File: src/rtl/core/veh_pkg.sv
// Shared types and constants for the variable-edge histogram.
package veh_pkg;

  localparam int DATA_W = 32;
  localparam int OUT_W  = 32;

  typedef enum logic [1:0] {
    MODE_LOAD = 2'd0,
    MODE_FILL = 2'd1,
    MODE_READ = 2'd2
  } mode_e;

  typedef enum logic [1:0] {
    KIND_LOAD,
    KIND_FILL,
    KIND_READ,
    KIND_FAULT
  } kind_e;

  typedef enum logic [1:0] {
    ST_IDLE,
    ST_SCAN,
    ST_COUNT,
    ST_RESP
  } st_e;

endpackage

File: src/rtl/core/veh_front.sv
// Front end: accepts beats, classifies them and queues commands for the back end.
module veh_front import veh_pkg::*; #(
  parameter int MAX_BINS = 64,
  parameter int IDX_W    = 7
) (
  input  logic                     clk_i,
  input  logic                     rst_ni,
  input  logic                     in_valid_i,
  output logic                     in_stall_o,
  input  logic [1:0]               mode_i,
  input  logic signed [DATA_W-1:0] data_i,
  input  logic [IDX_W-1:0]         slot_i,
  input  logic [IDX_W-1:0]         nb_i,
  output logic                     q_valid_o,
  output kind_e                    q_kind_o,
  output logic [DATA_W-1:0]        q_data_o,
  output logic [IDX_W-1:0]         q_idx_o,
  input  logic                     q_pop_i
);

  localparam int Depth = 2;

  kind_e             kind_mem [Depth];
  logic [DATA_W-1:0] data_mem [Depth];
  logic [IDX_W-1:0]  idx_mem  [Depth];

  logic       wr_ptr_q, wr_ptr_d;
  logic       rd_ptr_q, rd_ptr_d;
  logic [1:0] cnt_q, cnt_d;
  logic       push;
  logic       pop;
  kind_e      kind;

  always_comb begin
    case (mode_i)
      MODE_LOAD: kind = (slot_i > IDX_W'(MAX_BINS)) ? KIND_FAULT : KIND_LOAD;
      MODE_FILL: kind = KIND_FILL;
      MODE_READ: kind = (slot_i > nb_i + IDX_W'(1)) ? KIND_FAULT : KIND_READ;
      default:   kind = KIND_FAULT;
    endcase
  end

  assign in_stall_o = (cnt_q == 2'(Depth));
  assign push       = in_valid_i && !in_stall_o;
  assign q_valid_o  = (cnt_q != 2'd0);
  assign pop        = q_pop_i && q_valid_o;

  assign wr_ptr_d = push ? ~wr_ptr_q : wr_ptr_q;
  assign rd_ptr_d = pop ? ~rd_ptr_q : rd_ptr_q;
  assign cnt_d    = cnt_q + 2'(push) - 2'(pop);

  always_ff @(posedge clk_i or negedge rst_ni) begin
    if (!rst_ni) begin
      wr_ptr_q <= 1'b0;
      rd_ptr_q <= 1'b0;
      cnt_q    <= 2'd0;
    end else begin
      wr_ptr_q <= wr_ptr_d;
      rd_ptr_q <= rd_ptr_d;
      cnt_q    <= cnt_d;
    end
  end

  always_ff @(posedge clk_i) begin
    if (push) begin
      kind_mem[wr_ptr_q] <= kind;
      data_mem[wr_ptr_q] <= data_i;
      idx_mem[wr_ptr_q]  <= slot_i;
    end
  end

  assign q_kind_o = kind_mem[rd_ptr_q];
  assign q_data_o = data_mem[rd_ptr_q];
  assign q_idx_o  = idx_mem[rd_ptr_q];

endmodule

File: config.mk
export PLATFORM = sky130hd
export DESIGN_NAME = veh_front
export DESIGN_NICKNAME = d
export VERILOG_FILES = /design/src/rtl/core/veh_pkg.sv /design/src/rtl/core/veh_front.sv
export SDC_FILE = /design/constraint.sdc
export NUM_CORES = 1
export LEC_CHECK = 0
export BUFFER_PORTS_ARGS = -buffer_cell sky130_fd_sc_hd__buf_2
export CAP_MARGIN = 30
export CORE_UTILIZATION = 30
export CTS_CLUSTER_DIAMETER = 80
export CTS_CLUSTER_SIZE = 25
export DETAILED_ROUTE_END_ITERATION = 8
export GPL_TIMING_DRIVEN = 0
export PLACE_DENSITY_LB_ADDON = 0.1
export SLEW_MARGIN = 5
export SYNTH_ARGS = -nofsm -noshare
export SYNTH_HDL_FRONTEND = slang
export SYNTH_SLANG_ARGS = --single-unit
File: constraint.sdc
create_clock -name clk_i -period 6.2 [get_ports clk_i]
set_input_delay 0.31 -clock clk_i [delete_from_list [all_inputs] [get_ports clk_i]]
set_output_delay 0.31 -clock clk_i [all_outputs]
set_load 0.02 [all_outputs]
### Word level (Yosys, flattened, before mapping)

Memory sizes are Yosys's and may differ from the RTL's.
Index checks and enable logic that the tools add are counted.

* register bits: 4
* memory bits (writable): 82
* input bits: 52
* output and inout bits: 43
* memories: 3

Memories
* data_mem: depth 2, bits a word 32, rd ports 1, clocked after memory_dff 0, wr ports 1, RTL line veh_front.sv:24 `logic [DATA_W-1:0] data_mem [Depth];`
* idx_mem: depth 2, bits a word 7, rd ports 1, clocked after memory_dff 0, wr ports 1, RTL line veh_front.sv:25 `logic [IDX_W-1:0] idx_mem [Depth];`
* kind_mem: depth 2, bits a word 2, rd ports 1, clocked after memory_dff 0, wr ports 1, RTL line veh_front.sv:23 `kind_e kind_mem [Depth];`

* add/sub/neg operators: 3
* magnitude comparators: 2
* equality and inequality tests: 3
* mux-type cells: 5
* bitwise logic cells: 2
* reduce and logical (&&, ||, !) cells: 5

Operator list (number)
* $add 7x1->7 const B: 1
* $gt 7x7->1: 1
* $gt 7x7->1 const B: 1
* $pmux 2 s3: 1
* $eq 2x2->1 const B: 2
* $mux 1: 3
* $add 2x1->2: 1
* $eq 2x1->1 const B: 1
* $logic_and 1x1->1: 2
* $logic_not 2->1: 1
* $mux 2: 1
* $not 1->1: 2
* $reduce_bool 2->1: 1
* $sub 2x1->2: 1
* $logic_not 1->1: 1

### Logic depth before layout (Yosys ltp)

* word-level depth: 5
* mapped depth: 8
* gate-level depth less buffers: 8

### Least setup slack after synthesis

No wires, ideal clock.

* path kind: register to register
* from: register cnt_q[1]
* to: memory data_mem[0][0] (enable)
* arrival time: 2315 ps
* required time: 5761 ps
* setup slack: 3445 ps
* cell stages (with the launch flop): 4
* path buffers: 0
* clock period less this slack: 2755 ps
* cells stage by stage: dfrtp_1 -> nand2b_1 -> nand2_1 -> nor2_1

* longest elaborated chain between the ends: 5

Ends and longest elaborated chain
* start: declaration: RTL line veh_front.sv:29 `logic [1:0] cnt_q, cnt_d;`
* start signal: assignment: RTL line veh_front.sv:60 `cnt_q <= cnt_d;`
* $eq 2x2->1: RTL line veh_front.sv:43 `assign in_stall_o = (cnt_q == 2'(Depth));`
* $logic_not 1->1: RTL line veh_front.sv:44 `assign push = in_valid_i && !in_stall_o;`
* $logic_and 1x1->1: RTL line veh_front.sv:44
* $mux 1: RTL line veh_front.sv:65 `if (push) begin`
* $mux 1 (not written as such): RTL line veh_front.sv:67 `data_mem[wr_ptr_q] <= data_i;`
* end: declaration: RTL line veh_front.sv:24

No other way between the ends.

### Final worst setup path

* from: register rd_ptr_q
* to: output port q_data_o[15]

* longest elaborated chain between the ends: 1

Ends and longest elaborated chain
* start: declaration: RTL line veh_front.sv:28 `logic rd_ptr_q, rd_ptr_d;`
* start signal: assignment: RTL line veh_front.sv:59 `rd_ptr_q <= rd_ptr_d;`
* $mem_v2 2x32
* end: declaration: RTL line veh_front.sv:16 `output logic [DATA_W-1:0] q_data_o,`

No other way between the ends.

==> flow_summary.json <==
{
  "grt_pass1_vias": 2053,
  "wirelength_mm": 6.411,
  "yosysWarnings": 0,
  "gp_congestion": 0.7389,
  "rsz0062_at_grt": "no",
  "p_sw_frac": 0.3266,
  "cts_buffer_depth": 2,
  "setup-violations-final": 0,
  "hold_violations": 0,
  "start_kind": "flop",
  "die_y_um": 109.1,
  "multi_input_area_sq_um": 842.1,
  "initialDrtViolationCount": 36,
  "post-synth-top-area-cell": "edfxtp_1",
  "drive_above_1_share": 0.5119,
  "area_delta_synth_final_pct": 28.17,
  "port_buffers": 94,
  "via_per_inst": 4.393,
  "ant_nets": 0,
  "die_w_um": 109.1,
  "yosys.area_share.xor_xnor": 0.02290,
  "worstPathMaxFanout": 10,
  "cp-end-kind": "primary output",
  "setup_slack_ps": 4126,
  "syn_avg_cell_area_sq_um": 18.91,
  "fillers": 1082,
  "crit_start": "rd_ptr_q$_DFFE_PN0P_",
  "cts-root-buf": "clkbuf_16",
  "io_pins": 95,
  "clk_pin_slew_worst_paths_ps": 60,
  "gr-total-overflow": 0,
  "placementRows": 38,
  "hold_class": "in2reg",
  "dp_slack_ps": 4130,
  "h-tree-depth": 3,
  "die_area_sq_um": 11910,
  "clkSinkCount": 86,
  "synth_top_family_by_area": "multiplexers",
  "worst_pin_slew_ps": 673.2,
  "synthAdderAreaFrac": 0.03635,
  "synth_area_sq_um": 3442,
  "yosysSeqAreaShare": 0.7445,
  "start_util": 0.3120,
  "drtPass1Iterations": 3,
  "switchingPower_uw": 649.7,
  "syn_nets": 244,
  "min_period_ps": 2074,
  "vias": 1911,
  "nets": 352,
  "core_sq_um": 11030,
  "drc": 0,
  "layout.area.seq_sq_um": 2562,
  "fin_crit_sh": 0.3345,
  "ys_async_sr_fraction": 0.04651,
  "setup-tns-final_ps": 0,
  "combPwrFrac": 0.351,
  "clock_latency_ps": 330,
  "synth-edff-count": 82,
  "routedWlPerCell_um": 14.74,
  "ir_worst_vdd_mv": 0.1955,
  "drv_cap": 0,
  "ys.flop_type": "edfxtp_1",
  "worstReg2RegStart": "cnt_q[1]$_DFF_PN0_",
  "status": "complete, no violations",
  "grt_antenna_before_repair": 0,
  "internal_power_mw": 1.340,
  "arrival_ps": 1760,
  "grt_max_degree": 24,
  "ys_types": 26,
  "power_density_nw_per_um2": 450.9,
  "synth_compound_area_frac": 0.02181,
  "cts_buffers": 9,
  "grt_pass1_wl_mm": 10.01,
  "cts_tree": "yes",
  "seqPwrFrac": 0.416,
  "grtUsageTotal": 0.1164,
  "ys_ff_latch": 86,
  "synthTopCellsByArea": "edfxtp_1 72%, mux2_2 11%, ha_1 3.6%",
  "skew_ps": 2.908,
  "detailed_place_hpwl_mm": 4.528,
  "slew_headroom": 0.5501,
  "synth-simple-area-share": 0.02690,
  "finalMaxSlewViolations": 0,
  "synthMuxAreaShare": 0.1341,
  "pwr-share-clk": 0.234,
  "diodes": 0,
  "min-delay-start": "data_i[7]",
  "fmax_ghz": 0.4822,
  "synth.top_cell.area_share": 0.7154,
  "p_leak_nw": 1.692,
  "syn_inst": 182,
  "path_class": "reg2out",
  "cp.required_ps": 5890
}
## area by class of cell
type | instances | area share
buffer | 5 | 0.005389
clock buffer | 10 | 0.05190
clock inverter | 6 | 0.006523
inverter | 6 | 0.005105
multi-input combinational | 85 | 0.1909
sequential | 86 | 0.5808
tap | 140 | 0.03971
timing repair buffer | 97 | 0.1197
## per-layer routing
metal / vias to the layer above / global-route usage / share of wire
met3: 10 / 0.02630 / 0.051
met1: 922 / 0.1354 / 0.42
met5: - / 0 / 0
met2: 53 / 0.1927 / 0.51
met4: 0 / 0.07529 / 0.022
li1: 926 / - / -
## state kept, by name (all words and copies together), names as in the netlist
| signal | flops |
|---|---|
| cnt_q | 2 |
| rd_ptr_q | 1 |
| wr_ptr_q | 1 |
| idx_mem | 14 |
| kind_mem | 4 |
| data_mem | 64 |
## final timing paths
check,endpoint,cells after the start,slack (ps)
max in group asynchronous,cnt_q[0]$_DFF_PN0_,2,5720
worst max-delay path,q_data_o[15],4,4130
worst max register to register,idx_mem[0][6]$_DFFE_PP_,4,4410
min in group asynchronous,wr_ptr_q$_DFFE_PN0P_,2,360
worst min-delay path,data_mem[1][7]$_DFFE_PP_,1,170
worst min register to register,cnt_q[1]$_DFF_PN0_,1,490
## cell families (layout without fill, tap and decap cells)
family,count (synthesis),after routing
flip-flops,86,86
AND/OR/NAND/NOR,16,16
adder cells (fa/ha/maj),10,10
XOR/XNOR,9,9
multiplexers,41,41
AO/OA/AOI/OAI,9,9
buffers and inverters,11,124
## timing repair
action                                  in CTS  in global routing
gates resized for setup                      0                  0
setup buffers                                0                  0
hold buffers                                 1                  0
endpoints found under the hold margin        4                  0
endpoints found under the setup margin       0                  0
## cells in the mapped netlist (all sizes together), types with 2 or more instances
library cell,n
a21oi,4
and3,2
buf,4
dfrtp,4
edfxtp,82
ha,10
inv,6
mux2,41
nand2,2
nand3,5
xnor2,4
xor2,5
## critical path, stage by stage (launching register included)
cell and delay, ps:
dfrtp_1 320, clkbuf_1 230, buf_2 340, mux2_2 380
buf_2 160
## per-stage QoR
step           cells  utilization  cell area [sq um]  power, mW  hold WS, ps
2_1_floorplan    182            -               3442      1.304        14.41
3_3_place_gp     416       0.3706               4088      1.537        124.7
3_5_place_dp     418       0.3757               4144      1.560        124.1
4_1_cts          435       0.4000               4412      2.035        152.8
5_1_grt          435       0.4000               4412      2.102        155.6
6_report         435       0.4000               4412      1.989        170.0
## cells in the final DEF (no fill, tap or decap), drive strengths merged, types with 2 or more instances in the layout
cell / count
buf: 100
edfxtp: 82
mux2: 41
clkbuf: 11
ha: 10
inv: 6
nand3: 5
xor2: 5
clkinv: 5
xnor2: 4
a21oi: 4
dfrtp: 4
nand2: 2
and3: 2
## power by group through the flow
stage                     Combinational, mW  Clock (mW)  Sequential [mW]
after floorplan                       0.469           0            0.835
after global placement                0.691           0            0.845
after detailed placement              0.720           0            0.840
after CTS                             0.722       0.485            0.829
after global routing                  0.759       0.502            0.841
final                                 0.697       0.465            0.827
No activity file was read; power rests on OpenSTA's default activity.
